File: src/rtl/core/sis_pkg.sv
// Shared types and codes for the sortable id stack.
// Request and status codes, beat payload structs. No dependencies.
`default_nettype none

package sis_pkg;

  localparam int unsigned IdW = 31;

  typedef enum logic [1:0] {
    REQ_PUSH = 2'd0,
    REQ_POP  = 2'd1,
    REQ_SORT = 2'd2,
    REQ_DUMP = 2'd3
  } req_e;

  typedef enum logic [1:0] {
    ST_OK    = 2'd0,
    ST_EMPTY = 2'd1,
    ST_FULL  = 2'd2
  } status_e;

  typedef struct packed {
    logic [1:0]     req_type;
    logic [IdW-1:0] push_id;
  } req_t;

  typedef struct packed {
    logic [1:0]     status;
    logic [IdW-1:0] entry_id;
    logic           last;
  } res_t;

endpackage

`default_nettype wire

File: src/rtl/core/sortable_id_stack.sv
// Sortable id stack: LIFO of 31-bit ids with push, pop, in-place sort, dump.
// Top level: sequencer; instantiates sis_ram and sis_outreg; uses sis_pkg.
//
// A bounded LIFO of STACK_DEPTH ids kept in one synchronous RAM (slot 0 is
// the bottom). Requests arrive as beats on the in channel, results leave as
// beats on the out channel, each request giving one result beat except a
// dump of a non-empty stack, which gives one beat per entry, top first; the
// last beat of every request has last set. Push on a full stack returns
// status full and drops the id; pop or dump on an empty stack returns status
// empty. Sort orders the entries ascending from top to bottom with one
// bubble pass per entry but one, each streaming through the RAM. Push and
// every request answered at once may run back to back while the sink
// keeps up; pop passes through a pop state for the RAM read, dump alternates
// emit and read states, and sort runs load, first, step and tail states per
// pass, owing to the single read port of the RAM and its registered read.
// A request is taken only while the sequencer is idle and the output
// register can accept a beat; the output register holds a finished beat
// while the sequencer goes on. The RAM needs no clearing after reset: only
// slots below the entry count are ever used.
`default_nettype none

module sortable_id_stack #(
  parameter int unsigned STACK_DEPTH = 16
) (
  input  wire logic          clk_i,
  input  wire logic          rst_ni,
  input  wire logic          in_valid_i,
  output logic               in_ready_o,
  input  wire sis_pkg::req_t in_data_i,
  output logic               out_valid_o,
  input  wire logic          out_ready_i,
  output sis_pkg::res_t      out_data_o
);

  localparam int unsigned AW = $clog2(STACK_DEPTH);
  localparam int unsigned CW = $clog2(STACK_DEPTH + 1);
  localparam int unsigned IW = sis_pkg::IdW;

  // sequencer states
  localparam logic [3:0] S_IDLE       = 4'd0;
  localparam logic [3:0] S_POP        = 4'd1;
  localparam logic [3:0] S_DUMP_EMIT  = 4'd2;
  localparam logic [3:0] S_DUMP_RD    = 4'd3;
  localparam logic [3:0] S_SORT_LOAD  = 4'd4;
  localparam logic [3:0] S_SORT_FIRST = 4'd5;
  localparam logic [3:0] S_SORT_STEP  = 4'd6;
  localparam logic [3:0] S_SORT_TAIL  = 4'd7;
  localparam logic [3:0] S_SORT_ACK   = 4'd8;

  logic [3:0]    state_q, state_d;
  logic [CW-1:0] cnt_q, cnt_d;
  logic [AW-1:0] idx_q, idx_d;    // dump slot / sort walk slot
  logic [AW-1:0] pass_q, pass_d;  // sort pass
  logic [IW-1:0] carry_q, carry_d; // value bubbling upward

  logic [CW-1:0] cnt_m1;
  logic [AW-1:0] top_addr;
  logic          is_empty, is_full, accept, can_load;

  logic          ram_we;
  logic [AW-1:0] ram_waddr, ram_raddr;
  logic [IW-1:0] ram_wdata, ram_rdata;

  logic          res_load;
  sis_pkg::res_t res;

  assign cnt_m1   = cnt_q - CW'(1);
  assign top_addr = cnt_m1[AW-1:0];
  assign is_empty = (cnt_q == '0);
  assign is_full  = (cnt_q == CW'(STACK_DEPTH));

  assign in_ready_o = (state_q == S_IDLE) && can_load;
  assign accept     = in_valid_i && in_ready_o;

  always_comb begin
    state_d   = state_q;
    cnt_d     = cnt_q;
    idx_d     = idx_q;
    pass_d    = pass_q;
    carry_d   = carry_q;
    ram_we    = 1'b0;
    ram_waddr = '0;
    ram_wdata = '0;
    ram_raddr = top_addr;   // keeps the top slot on the read data when idle
    res_load  = 1'b0;
    res       = '0;
    res.last  = 1'b1;

    unique case (state_q)
      S_IDLE: begin
        if (accept) begin
          unique case (in_data_i.req_type)
            sis_pkg::REQ_PUSH: begin
              res_load = 1'b1;
              if (is_full) begin
                res.status = sis_pkg::ST_FULL;
              end else begin
                ram_we     = 1'b1;
                ram_waddr  = cnt_q[AW-1:0];
                ram_wdata  = in_data_i.push_id;
                cnt_d      = cnt_q + CW'(1);
                res.status = sis_pkg::ST_OK;
              end
            end
            sis_pkg::REQ_POP: begin
              if (is_empty) begin
                res_load   = 1'b1;
                res.status = sis_pkg::ST_EMPTY;
              end else begin
                state_d = S_POP;
              end
            end
            sis_pkg::REQ_SORT: begin
              if (cnt_q < CW'(2)) begin
                res_load   = 1'b1;
                res.status = sis_pkg::ST_OK;
              end else begin
                pass_d  = '0;
                state_d = S_SORT_LOAD;
              end
            end
            sis_pkg::REQ_DUMP: begin
              if (is_empty) begin
                res_load   = 1'b1;
                res.status = sis_pkg::ST_EMPTY;
              end else begin
                // top slot was read at the accept edge
                idx_d   = top_addr;
                state_d = S_DUMP_EMIT;
              end
            end
            default: begin
              state_d = S_IDLE;
            end
          endcase
        end
      end

      S_POP: begin
        if (can_load) begin
          res_load     = 1'b1;
          res.status   = sis_pkg::ST_OK;
          res.entry_id = ram_rdata;
          cnt_d        = cnt_m1;
          state_d      = S_IDLE;
        end
      end

      S_DUMP_EMIT: begin
        ram_raddr = idx_q;
        if (can_load) begin
          res_load     = 1'b1;
          res.status   = sis_pkg::ST_OK;
          res.entry_id = ram_rdata;
          res.last     = (idx_q == '0);
          if (idx_q == '0) begin
            state_d = S_IDLE;
          end else begin
            idx_d   = idx_q - AW'(1);
            state_d = S_DUMP_RD;
          end
        end
      end

      S_DUMP_RD: begin
        ram_raddr = idx_q;
        state_d   = S_DUMP_EMIT;
      end

      S_SORT_LOAD: begin
        ram_raddr = '0;
        state_d   = S_SORT_FIRST;
      end

      S_SORT_FIRST: begin
        carry_d   = ram_rdata;
        ram_raddr = AW'(1);
        idx_d     = AW'(1);
        state_d   = S_SORT_STEP;
      end

      S_SORT_STEP: begin
        // larger id sinks to slot idx-1, smaller one travels on
        ram_we    = 1'b1;
        ram_waddr = idx_q - AW'(1);
        if (ram_rdata > carry_q) begin
          ram_wdata = ram_rdata;
        end else begin
          ram_wdata = carry_q;
          carry_d   = ram_rdata;
        end
        if (idx_q == top_addr) begin
          state_d = S_SORT_TAIL;
        end else begin
          ram_raddr = idx_q + AW'(1);
          idx_d     = idx_q + AW'(1);
        end
      end

      S_SORT_TAIL: begin
        ram_we    = 1'b1;
        ram_waddr = top_addr;
        ram_wdata = carry_q;
        if (pass_q == top_addr - AW'(1)) begin
          state_d = S_SORT_ACK;
        end else begin
          pass_d  = pass_q + AW'(1);
          state_d = S_SORT_LOAD;
        end
      end

      S_SORT_ACK: begin
        if (can_load) begin
          res_load   = 1'b1;
          res.status = sis_pkg::ST_OK;
          state_d    = S_IDLE;
        end
      end

      default: begin
        state_d = S_IDLE;
      end
    endcase
  end

  always_ff @(posedge clk_i or negedge rst_ni) begin
    if (!rst_ni) begin
      state_q <= S_IDLE;
      cnt_q   <= '0;
    end else begin
      state_q <= state_d;
      cnt_q   <= cnt_d;
    end
  end

  always_ff @(posedge clk_i) begin
    idx_q   <= idx_d;
    pass_q  <= pass_d;
    carry_q <= carry_d;
  end

  sis_ram #(
    .Width (IW),
    .Depth (STACK_DEPTH)
  ) u_store (
    .clk_i   (clk_i),
    .we_i    (ram_we),
    .waddr_i (ram_waddr),
    .wdata_i (ram_wdata),
    .raddr_i (ram_raddr),
    .rdata_o (ram_rdata)
  );

  sis_outreg u_outreg (
    .clk_i       (clk_i),
    .rst_ni      (rst_ni),
    .load_i      (res_load),
    .data_i      (res),
    .can_load_o  (can_load),
    .out_valid_o (out_valid_o),
    .out_ready_i (out_ready_i),
    .out_data_o  (out_data_o)
  );

endmodule

`default_nettype wire

File: src/rtl/core/sis_ram.sv
// Generic single-clock RAM: one write port, one read port, registered read.
// No dependencies.
`default_nettype none

module sis_ram #(
  parameter int unsigned Width = 31,
  parameter int unsigned Depth = 16
) (
  input  wire logic                     clk_i,
  input  wire logic                     we_i,
  input  wire logic [$clog2(Depth)-1:0] waddr_i,
  input  wire logic [Width-1:0]         wdata_i,
  input  wire logic [$clog2(Depth)-1:0] raddr_i,
  output logic      [Width-1:0]         rdata_o
);

  logic [Width-1:0] mem_q [Depth];

  always_ff @(posedge clk_i) begin
    if (we_i) begin
      mem_q[waddr_i] <= wdata_i;
    end
    rdata_o <= mem_q[raddr_i];
  end

endmodule

`default_nettype wire

File: src/rtl/core/sis_outreg.sv
// Result output register: holds one beat until the sink takes it.
// Depends on sis_pkg for the result struct.
`default_nettype none

module sis_outreg (
  input  wire logic          clk_i,
  input  wire logic          rst_ni,
  input  wire logic          load_i,
  input  wire sis_pkg::res_t data_i,
  output logic               can_load_o,
  output logic               out_valid_o,
  input  wire logic          out_ready_i,
  output sis_pkg::res_t      out_data_o
);

  logic          valid_q, valid_d;
  sis_pkg::res_t data_q;

  // free now, or the held beat leaves at this edge
  assign can_load_o = !valid_q || out_ready_i;

  always_comb begin
    valid_d = valid_q;
    if (load_i) begin
      valid_d = 1'b1;
    end else if (out_ready_i) begin
      valid_d = 1'b0;
    end
  end

  always_ff @(posedge clk_i or negedge rst_ni) begin
    if (!rst_ni) begin
      valid_q <= 1'b0;
    end else begin
      valid_q <= valid_d;
    end
  end

  always_ff @(posedge clk_i) begin
    if (load_i) begin
      data_q <= data_i;
    end
  end

  assign out_valid_o = valid_q;
  assign out_data_o  = data_q;

endmodule

`default_nettype wire
File: config.mk
export PLATFORM = sky130hd
export DESIGN_NAME = sortable_id_stack
export DESIGN_NICKNAME = d
export VERILOG_FILES = /design/src/rtl/core/sis_pkg.sv /design/src/rtl/core/sortable_id_stack.sv /design/src/rtl/core/sis_ram.sv /design/src/rtl/core/sis_outreg.sv
export SDC_FILE = /design/constraint.sdc
export NUM_CORES = 1
export LEC_CHECK = 0
export BUFFER_PORTS_ARGS = -buffer_cell sky130_fd_sc_hd__clkbuf_2
export CORE_UTILIZATION = 25
export CTS_CLUSTER_DIAMETER = 80
export DETAILED_ROUTE_END_ITERATION = 10
export SLEW_MARGIN = 10
export SYNTH_ARGS = -nofsm -noshare
export SYNTH_HDL_FRONTEND = slang
export SYNTH_SLANG_ARGS = --single-unit
File: constraint.sdc
create_clock -name clk_i -period 4.6 [get_ports clk_i]
set_input_delay 0.23 -clock clk_i [delete_from_list [all_inputs] [get_ports clk_i]]
set_output_delay 0.23 -clock clk_i [all_outputs]
set_load 0.01 [all_outputs]
Yosys cells after proc, flatten, opt, wreduce, memory -nomap -nowiden. Memory sizes are Yosys's and may differ from the RTL's. A register that Yosys moved wholly into a read port is not among the register bits. Index checks and enable logic that the tools add are counted.

Register bits: 83. Memory bits (writable): 496. Input bits: 37. Output and inout port bits: 36. Logic and storage cells: 138. Memories kept: 1.

Memory list: u_store.mem_q (words 16, bits a word 31, read ports 1, clocked after memory_dff 1, wr ports 1, line sis_ram.sv:17) `logic [Width-1:0] mem_q [Depth];`.

Add/sub/neg operators: 6. Magnitude comparators: 2. Eq/ne operators: 33. Multiplexer cells: 63. Reductions and logical operators: 24.

Operators by type and width (count): $mux 31 (6); $pmux 31 s2 (2); $pmux 31 s3 (1); $mux 4 (22); $mux 32 (1); $pmux 4 s4 (2); $pmux 4 s8 (1); $gt 31x31->1 (1); $pmux 4 s3 (2); $ne 2x2->1 const B (11); $mux 5 (4); $eq 4x3->1 const B (4); $mux 1 (12); $pmux 2 s3 (2); $pmux 5 s2 (1); $reduce_and 5->1 (2); $ne 3x3->1 const B (3); $add 4x1->4 const B (2); $eq 4x2->1 const B (2); $eq 4x4->1 (2); $logic_not 4->1 (2); $ne 2x1->1 const B (4); $pmux 4 s2 (1); $reduce_and 8->1 (1); 24 further kinds (37).

Depth between registers and ports, before layout. Gate-level depths: netlist (run 1).

Depth after elaboration: 8. Gate-level depth with buffers: 16. Depth with buffers taken out: 10.

By module. Synthesis (run 1) repeated with hierarchy kept, for this count alone.

Cell total of the unflattened synthesis: 1327. Area, all modules: 24594.8 um^2.

Modules (own cells, without submodules): sis_ram (instances 1, cells each 812, area each 19248.5 um^2, sequential area each 15514.9 um^2); sortable_id_stack (instances 1, cells each 478, area each 4277.9 um^2, sequential area each 1396.3 um^2); sis_outreg (instances 1, cells each 37, area each 1068.5 um^2, sequential area each 1046.0 um^2).

Worst setup path after synthesis (run 1). No wires, ideal clock.

Path kind: register to register. Start point: register state_q[1]. End point: register u_outreg.data_q, in the netlist u_outreg.out_data_o[0], enable pin. Library setup time: 0.522 ns. Data arrival time: 4.444 ns. Data required time: 4.078 ns. Setup slack: -0.367 ns. Stages on the path, launching flop included: 5. Buffers on the path: 1. Clock period less this slack: 4.967 ns. Path through: dfrtp_1 > buf_2 > nor2b_1 > nor3_1 > o41ai_1.

Word-level cells in the longest chain between the ends: 5. Elaborated cells on any way between the ends: 9. Those cells by class: eq/ne (3); mux (2); reduce/logical (4).

RTL lines: from (decl) (line sortable_id_stack.sv:50) `logic [3:0] state_q, state_d;`; from (signal assigned) (line sortable_id_stack.sv:231) `state_q <= state_d;`; $logic_not 4->1 (line sortable_id_stack.sv:72, sortable_id_stack.sv:89); $logic_and 1x1->1 (line sortable_id_stack.sv:72) `assign in_ready_o = (state_q == S_IDLE) && can_load;`; $logic_and 1x1->1 (line sortable_id_stack.sv:73) `assign accept = in_valid_i && in_ready_o;`; $mux 1 (line sortable_id_stack.sv:91) `if (accept) begin`; $pmux 1 s2 * (line sortable_id_stack.sv:89) `unique case (state_q)`; net res_load (line sortable_id_stack.sv:64) `logic res_load;`; to (signal assigned) (line sis_outreg.sv:41) `data_q <= data_i;`; to (decl) (line sis_outreg.sv:17) `sis_pkg::res_t data_q;`.

The timed path passes the listed nets; every way through them passes the cells marked *. A chain may end at the register's enable or synchronous reset.

Worst setup path after layout (run 1).
Start point: register state_q[2]. End point: memory u_store.mem_q[8][4], enable pin.

Word-level cells in the longest chain between the ends: 7. Elaborated cells on any way between the ends: 12. Those cells by class: eq/ne (2); mux (6); reduce/logical (4).

RTL lines: $logic_not 4->1 (line sortable_id_stack.sv:72, sortable_id_stack.sv:89); $logic_and 1x1->1 (line sortable_id_stack.sv:72); $logic_and 1x1->1 (line sortable_id_stack.sv:73); $mux 1 (line sortable_id_stack.sv:91); $pmux 1 s2 (line sortable_id_stack.sv:89); $mux 1 (line sis_ram.sv:20) `if (we_i) begin`; $mux 1 (implied by the code) (line sis_ram.sv:21) `mem_q[waddr_i] <= wdata_i;`; to (decl) (line sis_ram.sv:17).

Several ways; a longest one is shown, not always the timed one.

==> results of run 1 <==
synthesized netlist by cell type (3+ instances only):
master,instances,area share
mux2i_1,466,0.18
dfrtp_1,10,0.0097
a21oi_1,23,0.0044
xnor2_1,13,0.0044
o21ai_0,15,0.0029
nand3_1,12,0.0023
clkbuf_1,24,0.0035
a21o_1,12,0.0035
xor2_1,9,0.0030
nand2b_1,13,0.0031
o22ai_1,4,0.00097
buf_1,3,0.00043
nor4_1,3,0.00072
ha_1,43,0.021
edfxtp_1,569,0.66
nor2_1,33,0.0048
and2_1,64,0.015
nor3_1,10,0.0019
buf_2,44,0.0085
dfxtp_1,31,0.024
or2_1,3,0.00072
nand2_1,23,0.0033
nor2b_1,9,0.0022
o211ai_1,3,0.00087
a221o_1,33,0.013
o221ai_1,4,0.0014
and3_1,3,0.00072
nand4_1,7,0.0017
buf_6,9,0.0039
inv_1,40,0.0058
state kept, by name, summed over array words and instances (netlist names):
register / count
idx_q: 4
carry_q: 31
u_outreg.out_valid_o: 1
cnt_q: 5
state_q: 4
u_outreg.out_data_o: 34
pass_q: 4
u_store.rdata_o: 31
u_store.mem_q: 496
path summary, 6_finish.rpt:
| path | to | slack (ns) | depth (start not counted) |
|---|---|---|---|
| min reg2reg | carry_q[22] | 0.50 | 0 |
| max reg2reg | u_store.mem_q[8][4] | 0.52 | 8 |
| min | cnt_q[0] | 0.03 | 2 |
| max | u_store.mem_q[8][4] | 0.52 | 8 |
| min in group clk_i | u_outreg.out_valid_o | 0.09 | 3 |
| max in group asynchronous | state_q[3] | 4.33 | 2 |
timing repair:
item | CTS | global route
setup endpoints to repair | 0 | 0
hold buffers | 1 | 0
resized for setup | 0 | 0
hold endpoints to repair | 10 | 0
per-layer routing:
layer	vias to the layer above	routed length [um]	global-route usage
met5	-	109	0.00741
met4	2	1460	0.0312
met3	110	4110	0.0201
met2	427	29000	0.192
met1	7208	30600	0.177
li1	6288	-	-
where the power goes:
group / internal [mW] / switching [mW] / leakage [nW]
clock: 3.04 / 2.13 / 1.02
sequential: 5.97 / 0.0000000000000000253 / 4.62
combinational: 0.0133 / 0.0156 / 6.50
total: 9.03 / 2.14 / 12.1
placed cells by master, fill, tap and decap left out, drive strengths merged, types with 4 or more instances in the layout:
cell type | synthesis | layout
o221ai | 4 | 4
a21o | 12 | 12
a21oi | 23 | 23
nor2b | 9 | 9
nand2 | 23 | 23
ha | 43 | 43
clkinv | 0 | 16
nand4 | 7 | 7
bufinv | 0 | 9
and2 | 64 | 64
xor2 | 9 | 9
inv | 41 | 45
buf | 57 | 56
o21ai | 16 | 16
mux2i | 466 | 466
nor3 | 11 | 11
clkbuf | 26 | 154
dfxtp | 31 | 31
a221o | 33 | 33
edfxtp | 569 | 569
nand2b | 13 | 13
dfrtp | 10 | 10
nor2 | 33 | 33
o22ai | 4 | 4
xnor2 | 13 | 13
nand3 | 12 | 12
cells by family (layout without fill, tap and decap cells):
group / count (synthesis) / after routing / synth area share
AOI/OAI and AO/OA: 115 / 115 / 0.0335
muxes: 466 / 466 / 0.180
xor gates and xnor gates: 24 / 24 / 0.00918
adders and majority gates: 43 / 43 / 0.0208
and+or+nand+nor: 189 / 189 / 0.0398
buffers and inverters: 124 / 283 / 0.0230
DFF: 610 / 610 / 0.694
other: 0 / 1 / 0
worst max-delay path, cell delays in order (launching register included):
cell	delay [ns]
dfrtp_1	0.65
nor4_1	0.69
and3_1	0.40
and2_1	0.23
nand2_1	0.10
o221ai_1	0.20
nand2b_1	0.36
nor2_4	0.78
buf_12	0.31
cell type report:
type	count	area, um^2	share of cell area
Sequential cell	610	18000	0.589
Multi-Input combinational cell	837	7540	0.247
Tap cell	1368	1710	0.0561
Clock buffer	82	1660	0.0543
Timing Repair Buffer	129	1050	0.0345
Clock inverter	31	430	0.0141
Inverter	41	154	0.00505
Antenna cell	1	2.50	0.0000820
==> impl_metrics.ini, run 1 <==
[detailed_routing]
viasPerCell = 4.53
first_iter_violations = 1179
vias = 14000
drtPass1Iterations = 5
final_antenna_net_count = 0
drc = 0
postRouteWirelength_um = 65300
wire_per_inst_um = 21.1

[layout]
layout-drive-gt1-share = 0.143
final_area_um2 = 30500
area_growth_pct = 17.8
final_cells = 3099
postLayoutCoreUtil = 0.299
nets = 1760
fillers = 10100

[sta]
finClkSkew_ns = 0.0185
drv_slew = 0
clock.fmax_mhz = 245
fin_crit_ns = 4.08
finalCritPeriodShare = 0.887
finalSetupViolCount = 0
worstMarginPinSlew_ns = 1.15
setup_tns_ns = 0
fin_ws_ns = 0.518
slew_headroom = 0.234
hold_ws_ns = 0.0311
finalHoldViolCount = 0
rsz0062_at_grt = no

[global_routing]
antenna_found_initial = 1
grt_pass1_vias = 14200
grt_overflow = 0
grt_pass1_wl_um = 95300
grt_use_total = 0.124
grt_max_degree = 47

[pwr]
peakVddDrop_v = 0.000334
power_mw = 11.2
p_leak_nw = 12.1
powerDensity_nw_per_um2 = 366

[logic_synthesis]
yosysWarnings = 0
synthesis.nets = 1651
synth-seq-area-share = 0.694
postSynthAreaPerCell_um2 = 16.5
ys_ff_latch = 610
syn_inst = 1571
synthesis.area_um2 = 25900
yosysUniqueCellTypes = 59
synth_edf_count = 569
ys_async_sr_fraction = 0.0164
synth_flop_cell = edfxtp_1

[placement]
dp_cells = 2984
gp_congestion = 0.799
port_buffers = 72
dp_slack_ns = 0.631
dpl_cell_area_um2 = 28400
dp_hpwl_um = 39100

[clock_network]
post_cts_buffers = 0
cts-root-buf = clkbuf_16
clkSinkCount = 610
clockBufferDepth = 3
clk_latency_ns = 0.63
cts-htree-levels = 2
clk_pin_slew_ns = 0.06
numCtsBuffers = 61
cts_tree = yes

[worst_setup_path]
crit_path_end_kind = flip-flop
cp.required_ns = 4.91
worstSetupStartpointType = flip-flop
arrival_ns = 4.39
crit_type = reg -> reg
worstPathMaxFanout = 21
startpoint = state_q[2]
r2r_start = state_q[2]

[job]
cap_violations = 0

[die]
start_util = 0.253
fp.dieArea_um2 = 105000
io_pins = 73
fp.dieH_um = 324
die_w_um = 324
core_area_um2 = 102000
rows = 117

[run_status]
status = finished clean

[min_path]
hp-class = in -> async
Note: power is estimated with default switching activity, not from simulation.
==> run 2, diff against run 1 <==
--- a/config.mk
+++ b/config.mk
@@ -9,6 +9,7 @@
 export CORE_UTILIZATION = 25
 export CTS_CLUSTER_DIAMETER = 80
 export DETAILED_ROUTE_END_ITERATION = 10
+export HOLD_SLACK_MARGIN = 0.06
 export SLEW_MARGIN = 10
 export SYNTH_ARGS = -nofsm -noshare
 export SYNTH_HDL_FRONTEND = slang
==> run 2 against run 1 <==
Compared with the run above: count of clock-buffer cells in the layout is the same; sequential share of layout area about the same; worst hold slack better by 0.20 ns; routed wire length down 0.13%; final cell count is essentially flat.
==> impl_metrics.ini, run 2 (synthesis gave the netlist of run 1 again) <==
[worst_setup_path]
crit_path_end_kind = flip-flop
crit_type = reg -> reg
worstSetupStartpointType = flip-flop
arrival_ns = 4.38
cp.required_ns = 4.91
worstPathMaxFanout = 21

[layout]
largest_reg_flops = 496
fillers = 10100
largest_register = u_store.mem_q
seqCellArea_um2 = 18000
final_cell_mix = edfxtp_1 (569), mux2i_1 (466), clkbuf_2 (72)
nets = 1762
final_common_cell = edfxtp_1
layout-drive-gt1-share = 0.143
multi_input_area_um2 = 7540
area_growth_pct = 17.9

[die]
start_util = 0.253
die_w_um = 324
io_pins = 73
rows = 117
core_area_um2 = 102000
fp.dieArea_um2 = 105000
fp.dieH_um = 324

[clock_network]
cts-root-buf = clkbuf_16
clk_pin_slew_ns = 0.06
clkSinkCount = 610
clk_latency_ns = 0.63
cts-htree-levels = 2
post_cts_buffers = 0
numCtsBuffers = 61
cts_tree = yes
clockBufferDepth = 3

[min_path]
hp-class = in -> reg

[global_routing]
grt_pass1_wl_um = 95300
grt_max_degree = 47
grt_pass1_vias = 14200
grt_use_total = 0.124
antenna_found_initial = 1
grt_overflow = 0

[pwr]
powerDensity_nw_per_um2 = 366
peakVddDrop_v = 0.000335
p_leak_nw = 12.1

[sta]
finalSetupViolCount = 0
finalCritPeriodShare = 0.885
hold_ws_ns = 0.227
clock.fmax_mhz = 246
slew_headroom = 0.213
finClkSkew_ns = 0.0167
fin_crit_ns = 4.07
finalHoldViolCount = 0
setup_tns_ns = 0
worstMarginPinSlew_ns = 1.18
drv_slew = 0
rsz0062_at_grt = no

[detailed_routing]
vias = 14000
final_antenna_net_count = 0
first_iter_violations = 1071
drc = 0
viasPerCell = 4.52
wire_per_inst_um = 21.0
drtPass1Iterations = 5
postRouteWirelength_um = 65200

[placement]
dp_hpwl_um = 39100
port_buffers = 72
gp_congestion = 0.799

[job]
cap_violations = 0

[run_status]
status = finished clean
-- run 2: changes by cell type in the layout (fill, tap and decap cells not counted), sizes merged --
cell,before,now
dlygate4sd3,1,3
-- run 2: final cells by class --
| class | instances | share of cell area |
|---|---|---|
| Inverter | 41 | 0.00504 |
| Multi-Input combinational cell | 837 | 0.247 |
| Clock buffer | 82 | 0.0542 |
| Timing Repair Buffer | 131 | 0.0352 |
| Tap cell | 1368 | 0.0561 |
| Clock inverter | 31 | 0.0141 |
| Antenna cell | 1 | 0.0000820 |
| Sequential cell | 610 | 0.588 |
-- run 2: power by group --
part | internal, mW | switching [mW] | total (mW)
Combinational | 0.0144 | 0.0163 | 0.0307
Sequential | 5.97 | 0.0000000000000000253 | 5.97
Clock | 3.04 | 2.13 | 5.17
Total | 9.03 | 2.15 | 11.2
-- run 2: worst paths after layout --
path / startpoint / to / slack (ns) / cells after the start
min in group asynchronous: rst_ni / cnt_q[4] / 0.70 / 3
worst min-delay path: in_data_i[32] / state_q[2] / 0.23 / 4
worst max-delay path: state_q[2] / u_store.mem_q[8][4] / 0.53 / 8
worst min register to register: u_store.rdata_o[22] / carry_q[22] / 0.49 / 0
max in group asynchronous: rst_ni / state_q[3] / 3.51 / 3
worst max register to register: state_q[2] / u_store.mem_q[8][4] / 0.53 / 8
-- run 2: worst max-delay path, cell delays in order, from the launching register on --
cell and delay, ns:
dfrtp_1 0.65, nor4_1 0.66, and3_1 0.40, and2_1 0.23
nand2_1 0.10, o221ai_1 0.21, nand2b_1 0.36, nor2_4 0.78
buf_12 0.31
-- run 2: per-stage QoR --
step	power (mW)	instances	setup WS [ns]	instance area [um^2]	utilization
global route	11.5	3100	0.318	30500	0.299
detailed placement	6.12	2984	0.631	28400	0.278
floorplan	6.09	1571	0.758	25900	-
finish	11.2	3101	0.529	30500	0.299
global placement	6.12	2984	0.749	28400	0.278
CTS	11.3	3100	0.599	30500	0.299
-- run 2: timing repair --
item,4_1_cts,5_1_grt
hold endpoints to repair,11,0
hold buffers,3,0
setup endpoints to repair,0,0
gates resized for setup,0,0
-- run 2: metal layers --
| metal | up-vias | routed length (um) | track usage |
|---|---|---|---|
| met2 | 431 | 29000 | 0.192 |
| met3 | 101 | 3910 | 0.0201 |
| li1 | 6299 | - | - |
| met5 | - | 109 | 0.00741 |
| met1 | 7174 | 30800 | 0.178 |
| met4 | 2 | 1440 | 0.0312 |
